### src/hw/rtl/tpd_pkg.sv
// Shared types and constants for the trajectory point decimator.
// No dependencies.
package tpd_pkg;

   typedef enum logic [1:0] {
      ACT_FIRST   = 2'd0,
      ACT_APPEND  = 2'd1,
      ACT_REPLACE = 2'd2,
      ACT_DROP    = 2'd3
   } action_type;

   localparam int AXES = 3;
   localparam int STEP_WIDTH = 16;
   localparam logic [STEP_WIDTH-1:0] MIN_STEP_RESET = 16'd66;

endpackage

### src/hw/rtl/tpd_step.sv
// Combinational decision for one point: squared distance test, action and box widening.
// Depends on tpd_pkg.
module tpd_step #(
   parameter int COORD_WIDTH = 32
) (
   input  logic                          have_point,
   input  logic signed [COORD_WIDTH-1:0] pos [tpd_pkg::AXES],
   input  logic [1:0]                    conf,
   input  logic signed [COORD_WIDTH-1:0] last_pos [tpd_pkg::AXES],
   input  logic [1:0]                    last_conf,
   input  logic [2*tpd_pkg::STEP_WIDTH-1:0] thr,
   input  logic signed [COORD_WIDTH-1:0] min_c [tpd_pkg::AXES],
   input  logic signed [COORD_WIDTH-1:0] max_c [tpd_pkg::AXES],
   output tpd_pkg::action_type           action,
   output logic                          keep,
   output logic signed [COORD_WIDTH-1:0] next_min [tpd_pkg::AXES],
   output logic signed [COORD_WIDTH-1:0] next_max [tpd_pkg::AXES]
);

   localparam int SW = tpd_pkg::STEP_WIDTH;

   logic signed [COORD_WIDTH:0]   diff [tpd_pkg::AXES];
   logic [COORD_WIDTH:0]          mag  [tpd_pkg::AXES];
   logic [tpd_pkg::AXES-1:0]      near;
   logic [2*SW-1:0]               sq   [tpd_pkg::AXES];
   logic [2*SW+1:0]               dist2;
   logic                          close;

   // Any axis at or beyond 2^16 apart is already past every threshold.
   always_comb begin
      for (int i = 0; i < tpd_pkg::AXES; i++) begin
         diff[i] = {pos[i][COORD_WIDTH-1], pos[i]} - {last_pos[i][COORD_WIDTH-1], last_pos[i]};
         mag[i]  = diff[i][COORD_WIDTH] ? (COORD_WIDTH+1)'(-diff[i])
                                        : (COORD_WIDTH+1)'(diff[i]);
         near[i] = (mag[i][COORD_WIDTH:SW] == '0);
         sq[i]   = mag[i][SW-1:0] * mag[i][SW-1:0];
      end
      dist2 = {2'b00, sq[0]} + {2'b00, sq[1]} + {2'b00, sq[2]};
      close = (&near) && (dist2 < {2'b00, thr});
   end

   always_comb begin
      if (!have_point) begin
         action = tpd_pkg::ACT_FIRST;
      end else if (close) begin
         action = (conf > last_conf) ? tpd_pkg::ACT_REPLACE : tpd_pkg::ACT_DROP;
      end else begin
         action = tpd_pkg::ACT_APPEND;
      end
      keep = (action != tpd_pkg::ACT_DROP);
   end

   always_comb begin
      for (int i = 0; i < tpd_pkg::AXES; i++) begin
         if (!have_point) begin
            next_min[i] = pos[i];
            next_max[i] = pos[i];
         end else begin
            next_min[i] = (pos[i] < min_c[i]) ? pos[i] : min_c[i];
            next_max[i] = (pos[i] > max_c[i]) ? pos[i] : max_c[i];
         end
      end
   end

endmodule

### src/hw/rtl/trajectory_point_decimator.sv
// Trajectory point decimator top level: input register, decision step, kept point and box.
// Depends on tpd_pkg and tpd_step.
//
//   port group   dir   flow control      beat contents
//   req_*        in    valid / stall     pos_x, pos_y, pos_z, confidence
//   rsp_*        out   valid / stall     action, kept point, kept confidence, box
//   csr_*        in    valid / ready     min_step
//
// One beat per cycle unless rsp stalls; req beats go via the input and rsp registers.
// The decision for a point uses the kept point left by the one before it,
// so the step logic closes a loop through the kept-point registers.
// Synchronous active-high reset; min_step returns to 66.
// A stalled rsp holds the input register one more beat, then stalls req.
module trajectory_point_decimator #(
   parameter int COORD_WIDTH = 32
) (
   input  logic                          clock,
   input  logic                          reset,
   input  logic                          req_valid,
   output logic                          req_stall,
   input  logic signed [COORD_WIDTH-1:0] req_pos_x,
   input  logic signed [COORD_WIDTH-1:0] req_pos_y,
   input  logic signed [COORD_WIDTH-1:0] req_pos_z,
   input  logic [1:0]                    req_confidence,
   output logic                          rsp_valid,
   input  logic                          rsp_stall,
   output logic [1:0]                    rsp_action,
   output logic signed [COORD_WIDTH-1:0] rsp_kept_x,
   output logic signed [COORD_WIDTH-1:0] rsp_kept_y,
   output logic signed [COORD_WIDTH-1:0] rsp_kept_z,
   output logic [1:0]                    rsp_kept_confidence,
   output logic signed [COORD_WIDTH-1:0] rsp_box_min_x,
   output logic signed [COORD_WIDTH-1:0] rsp_box_min_y,
   output logic signed [COORD_WIDTH-1:0] rsp_box_min_z,
   output logic signed [COORD_WIDTH-1:0] rsp_box_max_x,
   output logic signed [COORD_WIDTH-1:0] rsp_box_max_y,
   output logic signed [COORD_WIDTH-1:0] rsp_box_max_z,
   input  logic                          csr_valid,
   output logic                          csr_ready,
   input  logic [tpd_pkg::STEP_WIDTH-1:0] csr_min_step
);

   localparam int TW = 2 * tpd_pkg::STEP_WIDTH;
   localparam logic [TW-1:0] THR_RESET =
      TW'(tpd_pkg::MIN_STEP_RESET) * TW'(tpd_pkg::MIN_STEP_RESET);

   logic                          in_valid_ff, in_valid_in;
   logic signed [COORD_WIDTH-1:0] in_pos_ff [tpd_pkg::AXES];
   logic [1:0]                    in_conf_ff;
   logic                          rsp_valid_ff, rsp_valid_in;
   tpd_pkg::action_type           action_ff;
   logic [TW-1:0]                 thr_ff;
   logic                          have_point_ff;
   logic signed [COORD_WIDTH-1:0] last_pos_ff [tpd_pkg::AXES];
   logic [1:0]                    last_conf_ff;
   logic signed [COORD_WIDTH-1:0] min_c_ff [tpd_pkg::AXES];
   logic signed [COORD_WIDTH-1:0] max_c_ff [tpd_pkg::AXES];

   tpd_pkg::action_type           step_action;
   logic                          step_keep;
   logic signed [COORD_WIDTH-1:0] next_min [tpd_pkg::AXES];
   logic signed [COORD_WIDTH-1:0] next_max [tpd_pkg::AXES];
   logic                          req_take;
   logic                          advance;

   assign advance   = in_valid_ff && (!rsp_valid_ff || !rsp_stall);
   assign req_stall = in_valid_ff && !advance;
   assign req_take  = req_valid && !req_stall;
   assign csr_ready = 1'b1;

   always_comb begin
      in_valid_in  = req_take || (in_valid_ff && !advance);
      rsp_valid_in = advance || (rsp_valid_ff && rsp_stall);
   end

   tpd_step #(
      .COORD_WIDTH(COORD_WIDTH)
   ) u_step (
      .have_point(have_point_ff),
      .pos       (in_pos_ff),
      .conf      (in_conf_ff),
      .last_pos  (last_pos_ff),
      .last_conf (last_conf_ff),
      .thr       (thr_ff),
      .min_c     (min_c_ff),
      .max_c     (max_c_ff),
      .action    (step_action),
      .keep      (step_keep),
      .next_min  (next_min),
      .next_max  (next_max)
   );

   always_ff @(posedge clock) begin
      if (req_take) begin
         in_pos_ff[0] <= req_pos_x;
         in_pos_ff[1] <= req_pos_y;
         in_pos_ff[2] <= req_pos_z;
         in_conf_ff   <= req_confidence;
      end
      if (advance) begin
         action_ff <= step_action;
      end
   end

   always_ff @(posedge clock) begin
      if (reset) begin
         in_valid_ff   <= 1'b0;
         rsp_valid_ff  <= 1'b0;
         thr_ff        <= THR_RESET;
         have_point_ff <= 1'b0;
         last_conf_ff  <= 2'd0;
         for (int i = 0; i < tpd_pkg::AXES; i++) begin
            last_pos_ff[i] <= '0;
            min_c_ff[i]    <= '0;
            max_c_ff[i]    <= '0;
         end
      end else begin
         in_valid_ff  <= in_valid_in;
         rsp_valid_ff <= rsp_valid_in;
         if (csr_valid && csr_ready) begin
            thr_ff <= TW'(csr_min_step) * TW'(csr_min_step);
         end
         if (advance && step_keep) begin
            have_point_ff <= 1'b1;
            last_conf_ff  <= in_conf_ff;
            for (int i = 0; i < tpd_pkg::AXES; i++) begin
               last_pos_ff[i] <= in_pos_ff[i];
               min_c_ff[i]    <= next_min[i];
               max_c_ff[i]    <= next_max[i];
            end
         end
      end
   end

   // state only moves on a rsp load, so it doubles as the rsp payload
   assign rsp_valid           = rsp_valid_ff;
   assign rsp_action          = action_ff;
   assign rsp_kept_x          = last_pos_ff[0];
   assign rsp_kept_y          = last_pos_ff[1];
   assign rsp_kept_z          = last_pos_ff[2];
   assign rsp_kept_confidence = last_conf_ff;
   assign rsp_box_min_x       = min_c_ff[0];
   assign rsp_box_min_y       = min_c_ff[1];
   assign rsp_box_min_z       = min_c_ff[2];
   assign rsp_box_max_x       = max_c_ff[0];
   assign rsp_box_max_y       = max_c_ff[1];
   assign rsp_box_max_z       = max_c_ff[2];

   a_rsp_after_point: assert property (@(posedge clock) disable iff (reset)
      rsp_valid_ff |-> have_point_ff)
      else $error("rsp beat without a kept point");

   a_box_holds_kept: assert property (@(posedge clock) disable iff (reset)
      rsp_valid_ff |-> (min_c_ff[0] <= last_pos_ff[0]) && (last_pos_ff[0] <= max_c_ff[0]) &&
                       (min_c_ff[1] <= last_pos_ff[1]) && (last_pos_ff[1] <= max_c_ff[1]) &&
                       (min_c_ff[2] <= last_pos_ff[2]) && (last_pos_ff[2] <= max_c_ff[2]))
      else $error("kept point outside box");

   a_first_seeds_box: assert property (@(posedge clock) disable iff (reset)
      (rsp_valid_ff && action_ff == tpd_pkg::ACT_FIRST) |->
         (min_c_ff[0] == max_c_ff[0]) && (min_c_ff[1] == max_c_ff[1]) &&
         (min_c_ff[2] == max_c_ff[2]))
      else $error("first point did not seed a point box");

   a_drop_keeps_state: assert property (@(posedge clock) disable iff (reset)
      (advance && step_action == tpd_pkg::ACT_DROP) |=>
         $stable(last_conf_ff) && $stable(last_pos_ff[0]) &&
         $stable(last_pos_ff[1]) && $stable(last_pos_ff[2]))
      else $error("dropped point changed kept point");

   a_first_only_once: assert property (@(posedge clock) disable iff (reset)
      (advance && have_point_ff) |-> step_action != tpd_pkg::ACT_FIRST)
      else $error("second first point");

endmodule
### config.mk
export PLATFORM = sky130hd
export DESIGN_NAME = trajectory_point_decimator
export DESIGN_NICKNAME = d
export VERILOG_FILES = /design/src/hw/rtl/tpd_pkg.sv /design/src/hw/rtl/tpd_step.sv /design/src/hw/rtl/trajectory_point_decimator.sv
export SDC_FILE = /design/constraint.sdc
export NUM_CORES = 2
export LEC_CHECK = 0
export BUFFER_PORTS_ARGS = -buffer_cell sky130_fd_sc_hd__buf_2
export CELL_PAD_IN_SITES_DETAIL_PLACEMENT = 2
export CELL_PAD_IN_SITES_GLOBAL_PLACEMENT = 2
export CORE_UTILIZATION = 27
export DETAILED_ROUTE_END_ITERATION = 7
export PLACE_DENSITY = 0.66
export SLEW_MARGIN = 10
export SYNTH_ARGS = -nofsm -noshare
export SYNTH_HDL_FRONTEND = slang
export SYNTH_SLANG_ARGS = --single-unit
### constraint.sdc
create_clock -name clock -period 30.9 [get_ports clock]
set_input_delay 4.635 -clock clock [delete_from_list [all_inputs] [get_ports clock]]
set_output_delay 4.635 -clock clock [all_outputs]
set_load 0.02 [all_outputs]
# Word-level counts from Yosys, hierarchy flattened
# Cells that the tools add are included.
# totals
reg_bits,425
inputBits,119
out_inout_bits,295
word_cells,87
# classes
addsub,8
n_mul,4
magnitude_cmp,8
n_eq_ne,7
muxes,18
reduce_logical,23
# ops
operator,count
32-bit two-way mux,12
16-bit by 16-bit multiplier with 32-bit output,4
33-bit two-way mux,3
33-bit negation,3
32-bit by 32-bit subtractor with 33-bit output,3
32-bit > comparator,3
32-bit less-than comparator,3
17-bit zero test,3
34-bit by 32-bit adder with 34-bit output,1
34-bit by 32-bit less-than comparator with 1-bit output,1
32-bit by 32-bit adder with 33-bit output,1
2-bit by 1-bit != test with 1-bit output (second input constant),6
2-bit AND reduction,6
1-bit logical AND,6
1-bit zero test,4
2-bit two-way mux,2
1-bit logical OR,3
3-bit AND reduction,1
2-bit > comparator,1
2-bit != test (second input constant),1
1-bit two-way mux,1

# Depth between registers and ports, before layout
# depth
word_depth,13
ltp_mapped,76
mapped_depth_nobuf,71

# Hierarchy
# Synthesis repeated with hierarchy kept, for this count alone.
# hier_totals
cells_unflattened,7115
hier_area_um2,60280.3
# modules_own_cells
module,instances,cells_each,area_each_um2,seq_area_each_um2
tpd_step,1,4757,38752.2,0.0
trajectory_point_decimator,1,2358,21528.1,9489.1

# Worst setup path before layout
# No wires, ideal clock.
# synth_path
path_type,register -> register
from,register last_pos_ff (netlist bit rsp_kept_x[0])
to,register min_c_ff (netlist bit rsp_box_min_x[10])
arrival_ns,16.986
t_required_ns,30.828
slack_ns,13.843
path_stages_with_launch,72
path_cell_list,dfxtp_1 -> ha_1 -> inv_1 -> fa_1 -> a211o_1 -> a211oi_2 -> nor4b_1 -> o21ai_0 -> a211oi_1 -> o21ai_0 -> a21o_1 -> clkbuf_1 -> clkbuf_1 -> o21ai_0 -> xnor2_1 -> inv_2 -> nor2_1 -> inv_1 -> [... 36 more ...] -> a21oi_1 -> xnor2_1 -> ha_1 -> nor2b_1 -> o21ai_0 -> o211ai_1 -> a211oi_1 -> o311a_1 -> nand3_1 -> nor4_1 -> nand4_1 -> nand4bb_4 -> o31ai_4 -> buf_6 -> nand2b_1 -> buf_6 -> buf_12 -> mux2i_1
# synth_via
elab_chain_cells,13
word_cells_on_any_way,15
classes_between,add/sub (4); mul (1); order compare (1); eq/ne (1); mux (3); reduce/logical (5)
# synth_lines
item,line,source
start: declaration,trajectory_point_decimator.sv:54,logic signed [COORD_WIDTH-1:0] last_pos_ff [tpd_pkg::AXES];
start signal: indexed assignment,trajectory_point_decimator.sv:127,last_pos_ff[i] <= in_pos_ff[i];
32-bit by 32-bit subtractor with 33-bit output *,tpd_step.sv:32,"diff[i] = {pos[i][COORD_WIDTH-1], pos[i]} - {last_pos[i][COORD_WIDTH-1], last_pos[i]};"
33-bit negation,tpd_step.sv:33,mag[i] = diff[i][COORD_WIDTH] ? (COORD_WIDTH+1)'(-diff[i])
33-bit two-way mux *,tpd_step.sv:33,
16-bit by 16-bit multiplier with 32-bit output,tpd_step.sv:36,sq[i] = mag[i][SW-1:0] * mag[i][SW-1:0];
32-bit by 32-bit adder with 33-bit output,tpd_step.sv:38,"dist2 = {2'b00, sq[0]} + {2'b00, sq[1]} + {2'b00, sq[2]};"
34-bit by 32-bit adder with 34-bit output,tpd_step.sv:38,
34-bit by 32-bit less-than comparator with 1-bit output,tpd_step.sv:39,"close = (&near) && (dist2 < {2'b00, thr});"
1-bit logical AND *,tpd_step.sv:39,
2-bit two-way mux *,tpd_step.sv:45,end else if (close) begin
2-bit two-way mux *,tpd_step.sv:43,if (!have_point) begin
2-bit != test *,tpd_step.sv:50,keep = (action != tpd_pkg::ACT_DROP);
1-bit logical AND *,trajectory_point_decimator.sv:123,if (advance && step_keep) begin
2-bit AND reduction (no source line) *,--,
end signal: indexed assignment,trajectory_point_decimator.sv:128,min_c_ff[i] <= next_min[i];
end: declaration,trajectory_point_decimator.sv:56,logic signed [COORD_WIDTH-1:0] min_c_ff [tpd_pkg::AXES];
# Every way passes the cells marked *; elsewhere a longest branch is shown, timed or not.
# A chain may end at the register's enable or synchronous reset.

# Worst setup path after layout
# layout_path
from,register in_pos_ff[64] in the netlist's numbering
to,register min_c_ff (netlist bit rsp_box_min_z[9])
# layout_via
elab_chain_cells,13
word_cells_on_any_way,15
classes_between,add/sub (4); mul (1); order compare (1); eq/ne (1); mux (3); reduce/logical (5)
# layout_lines
item,line,source
start: declaration,trajectory_point_decimator.sv:48,logic signed [COORD_WIDTH-1:0] in_pos_ff [tpd_pkg::AXES];
32-bit by 32-bit subtractor with 33-bit output *,tpd_step.sv:32,
33-bit negation,tpd_step.sv:33,
33-bit two-way mux *,tpd_step.sv:33,
16-bit by 16-bit multiplier with 32-bit output,tpd_step.sv:36,
32-bit by 32-bit adder with 33-bit output,tpd_step.sv:38,
34-bit by 32-bit adder with 34-bit output,tpd_step.sv:38,
34-bit by 32-bit less-than comparator with 1-bit output,tpd_step.sv:39,
1-bit logical AND *,tpd_step.sv:39,
2-bit two-way mux *,tpd_step.sv:45,
2-bit two-way mux *,tpd_step.sv:43,
2-bit != test *,tpd_step.sv:50,
1-bit logical AND *,trajectory_point_decimator.sv:123,
2-bit AND reduction (no source line) *,--,
# Marked as above.

==> impl_metrics.toml <==
[sta]
worstMarginPinSlew_ns = 1.22
period_share_pct = 72.7
setup_viol = 0
tns_ns = 0
fmax_mhz = 44.5
rsz0062_at_grt = "false"
period_needed_ns = 22.47
hold_ws_ns = 0.472
hold_violations = 0
finalClockSkew_ns = 0.0414
slew_headroom_pct = 16.8
drv_slew = 0

[synth]
yosys-top-cells-area = "fa_1 26%, ha_1 15%, dfxtp_1 11%, inv_1 8.9%, edfxtp_1 5.1%"
synthFlopType = "dfxtp_1"
yosysTopAreaCellShare_pct = 25.5
synth_warnings = 0
synth.most_common_cell = "inv_1"
seq_area_frac_synth_pct = 16.1
yosys_register_bits = 424
synth.largest_area_cell = "fa_1"
yosysUniqueCellTypes = 106
syn_inst = 6694
synth-edff-count = 100
avgSynthCellArea_um2 = 8.80
yosys-top-cells-count = "1,390 x inv_1, 750 x fa_1, 709 x ha_1, 588 x nand2_1, 426 x nor2_1"
async_flop_share_pct = 0
syn-num-nets = 8272
synth_area_mm2 = 0.0589

[detailed_routing]
vias_per_cell = 4.81
num_vias = 47700
drc = 0
drt_iter0_drc = 1595
wl_um = 196000
dr.pass1.iters = 5
wl_per_cell_um = 19.8
antenna_left = 0

[worst_setup_path]
r2r_cells = 71
cp_data_arrival_time_ns = 23.05
worstReg2RegStart = "in_pos_ff[64]"
crit_path_max_fanout = 84
cp_slowest_cell = "xnor2_1"
end_kind = "flip-flop"
cp-start-kind = "flip-flop"
r2r-end = "rsp_box_min_z[9]"
crit_type = "reg2reg"
critPathRequiredTime_ns = 31.49
cpMostUsedCell = "fa_1"
slowest_delay_ns = 0.87
rrSetupSlack_ns = 8.43

[clock_tree]
numCtsBuffers = 53
cts.clk_slew.worst_paths_ns = 0.06
holdBufCountCts = 0
cts-resized-gates = 0
post-cts-setup-buffers = 0
ctsRootBufferMaster = "clkbuf_16"
cts_tree = "built"
clock_latency_ns = 0.68
clock_path_buffers = 3
cts_max_level = 2
numClockSinks = 424

[floorplan]
dieArea_mm2 = 0.220
num_rows = 171
coreArea_mm2 = 0.217
pin_count = 414
dieWidth_um = 469
die_y_um = 469
start_util_pct = 27.1

[min_path]
holdCritStartpoint = "rsp_box_max_z[25]"
hold_class = "reg2reg"
hold_path_depth = 2
hold_path_end = "rsp_box_max_z[25]"

[grt]
grt_max_degree = 105
grt_pass1_wl_um = 311000
globalRouteTotalUtil_pct = 17.9
grt_pass1_vias = 54800
overflow = 0
antenna_found_initial = 6

[final_layout]
drive_gt1_share_pct = 9.55
syn_to_final_growth_pct = 11.5
fin_nets = 8595
final_cell_count_no_fill = 9920

[placed_design]
dp_hpwl_um = 166000
io_buffers = 412
dp_cells = 9816
place.gp.congestion = 0.873

[outcome]
status = "finished clean"

[run]
maxCapViolCount = 0
==> area by class of cell <==
class | instances | area, µm²
antenna | 5 | 12.5
fill | 24800 | 151000
tap | 2854 | 3570
timing repair buffer | 478 | 2560
sequential | 424 | 9490
inverter | 1411 | 5300
clock inverter | 25 | 251
clock buffer | 74 | 1450
multi-input combinational | 4649 | 43000
==> stage by stage <==
step / utilization, % / area (µm²) / setup slack [ns]
final: 30.3 / 65600 / 8.43
after global routing: 30.3 / 65600 / 7.08
after CTS: 30.2 / 65600 / 8.32
after detailed placement: 29.5 / 63900 / 8.35
after global placement: 29.5 / 63900 / 9.16
after floorplan: - / 58900 / 13.84
==> sequential cells by signal (all words and copies together) (netlist names), 2 cells and up <==
| signal | cells |
|---|---|
| in_pos_ff | 96 |
| rsp_box_max_x | 32 |
| rsp_box_max_y | 32 |
| rsp_box_max_z | 32 |
| rsp_box_min_x | 32 |
| rsp_box_min_y | 32 |
| rsp_box_min_z | 32 |
| rsp_kept_x | 32 |
| rsp_kept_y | 32 |
| rsp_kept_z | 32 |
| thr_ff | 31 |
| in_conf_ff | 2 |
| rsp_action | 2 |
| rsp_kept_confidence | 2 |
==> cells in the final DEF, fill, tap and decap left out, drive strengths merged, types with 100 or more instances in the layout <==
| master | count |
|---|---|
| xnor2 | 132 |
| nand3 | 177 |
| dfxtp | 324 |
| a21oi | 251 |
| nand2 | 588 |
| buf | 478 |
| inv | 1401 |
| fa | 750 |
| mux2i | 228 |
| a21o | 120 |
| o21ai | 252 |
| ha | 709 |
| nor2 | 427 |
| edfxtp | 100 |
==> worst max-delay path by stage <==
stage	slack [ns]	startpoint	end	cells past startpoint
6_report	8.43	in_pos_ff[64]	rsp_box_min_z[9]	71
3_5_place_dp	8.35	in_pos_ff[64]	rsp_box_min_z[9]	71
2_1_floorplan	13.84	rsp_kept_x[0]	rsp_box_min_x[10]	71
5_1_grt	7.08	in_pos_ff[64]	rsp_box_min_z[6]	71
3_3_place_gp	9.16	in_pos_ff[64]	rsp_box_min_z[5]	71
4_1_cts	8.32	in_pos_ff[64]	rsp_box_min_z[9]	71
==> per-layer routing <==
metal	global-route usage, %	vias to the layer above	share of wire (%)
li1	-	22400	-
met1	22.3	24600	44
met2	32.5	533	51
met3	2.20	204	3.0
met4	4.48	4	2.5
met5	0	-	0.012
==> critical path: cells and delay by family, from the launching register on <==
family / cells / cell delay, ns
xor+xnor: 3 / 1.26
compound gates: 28 / 6.74
fa+ha+maj: 17 / 7.22
simple gates: 10 / 2.50
mux: 1 / 0.28
buf+inv: 12 / 3.75
flops: 1 / 0.40
==> cells by family (layout without fill, tap and decap cells) <==
family                     count (synthesis)  after routing  synth area share [%]
AOI/OAI and AO/OA                        998            998                  11.1
xor gates and xnor gates                 208            208                  3.11
buffers and inverters                   1621           1988                  11.0
DFF                                      424            424                  16.1
and+or+nand+nor                         1748           1748                  14.1
adders and majority gates               1459           1459                  40.6
other                                      1              6               0.00637
muxes                                    235            235                  4.01
Power is left out: the tool's default activity adds up to more than one toggle a clock period on the data nets, which glitch-free logic cannot reach.
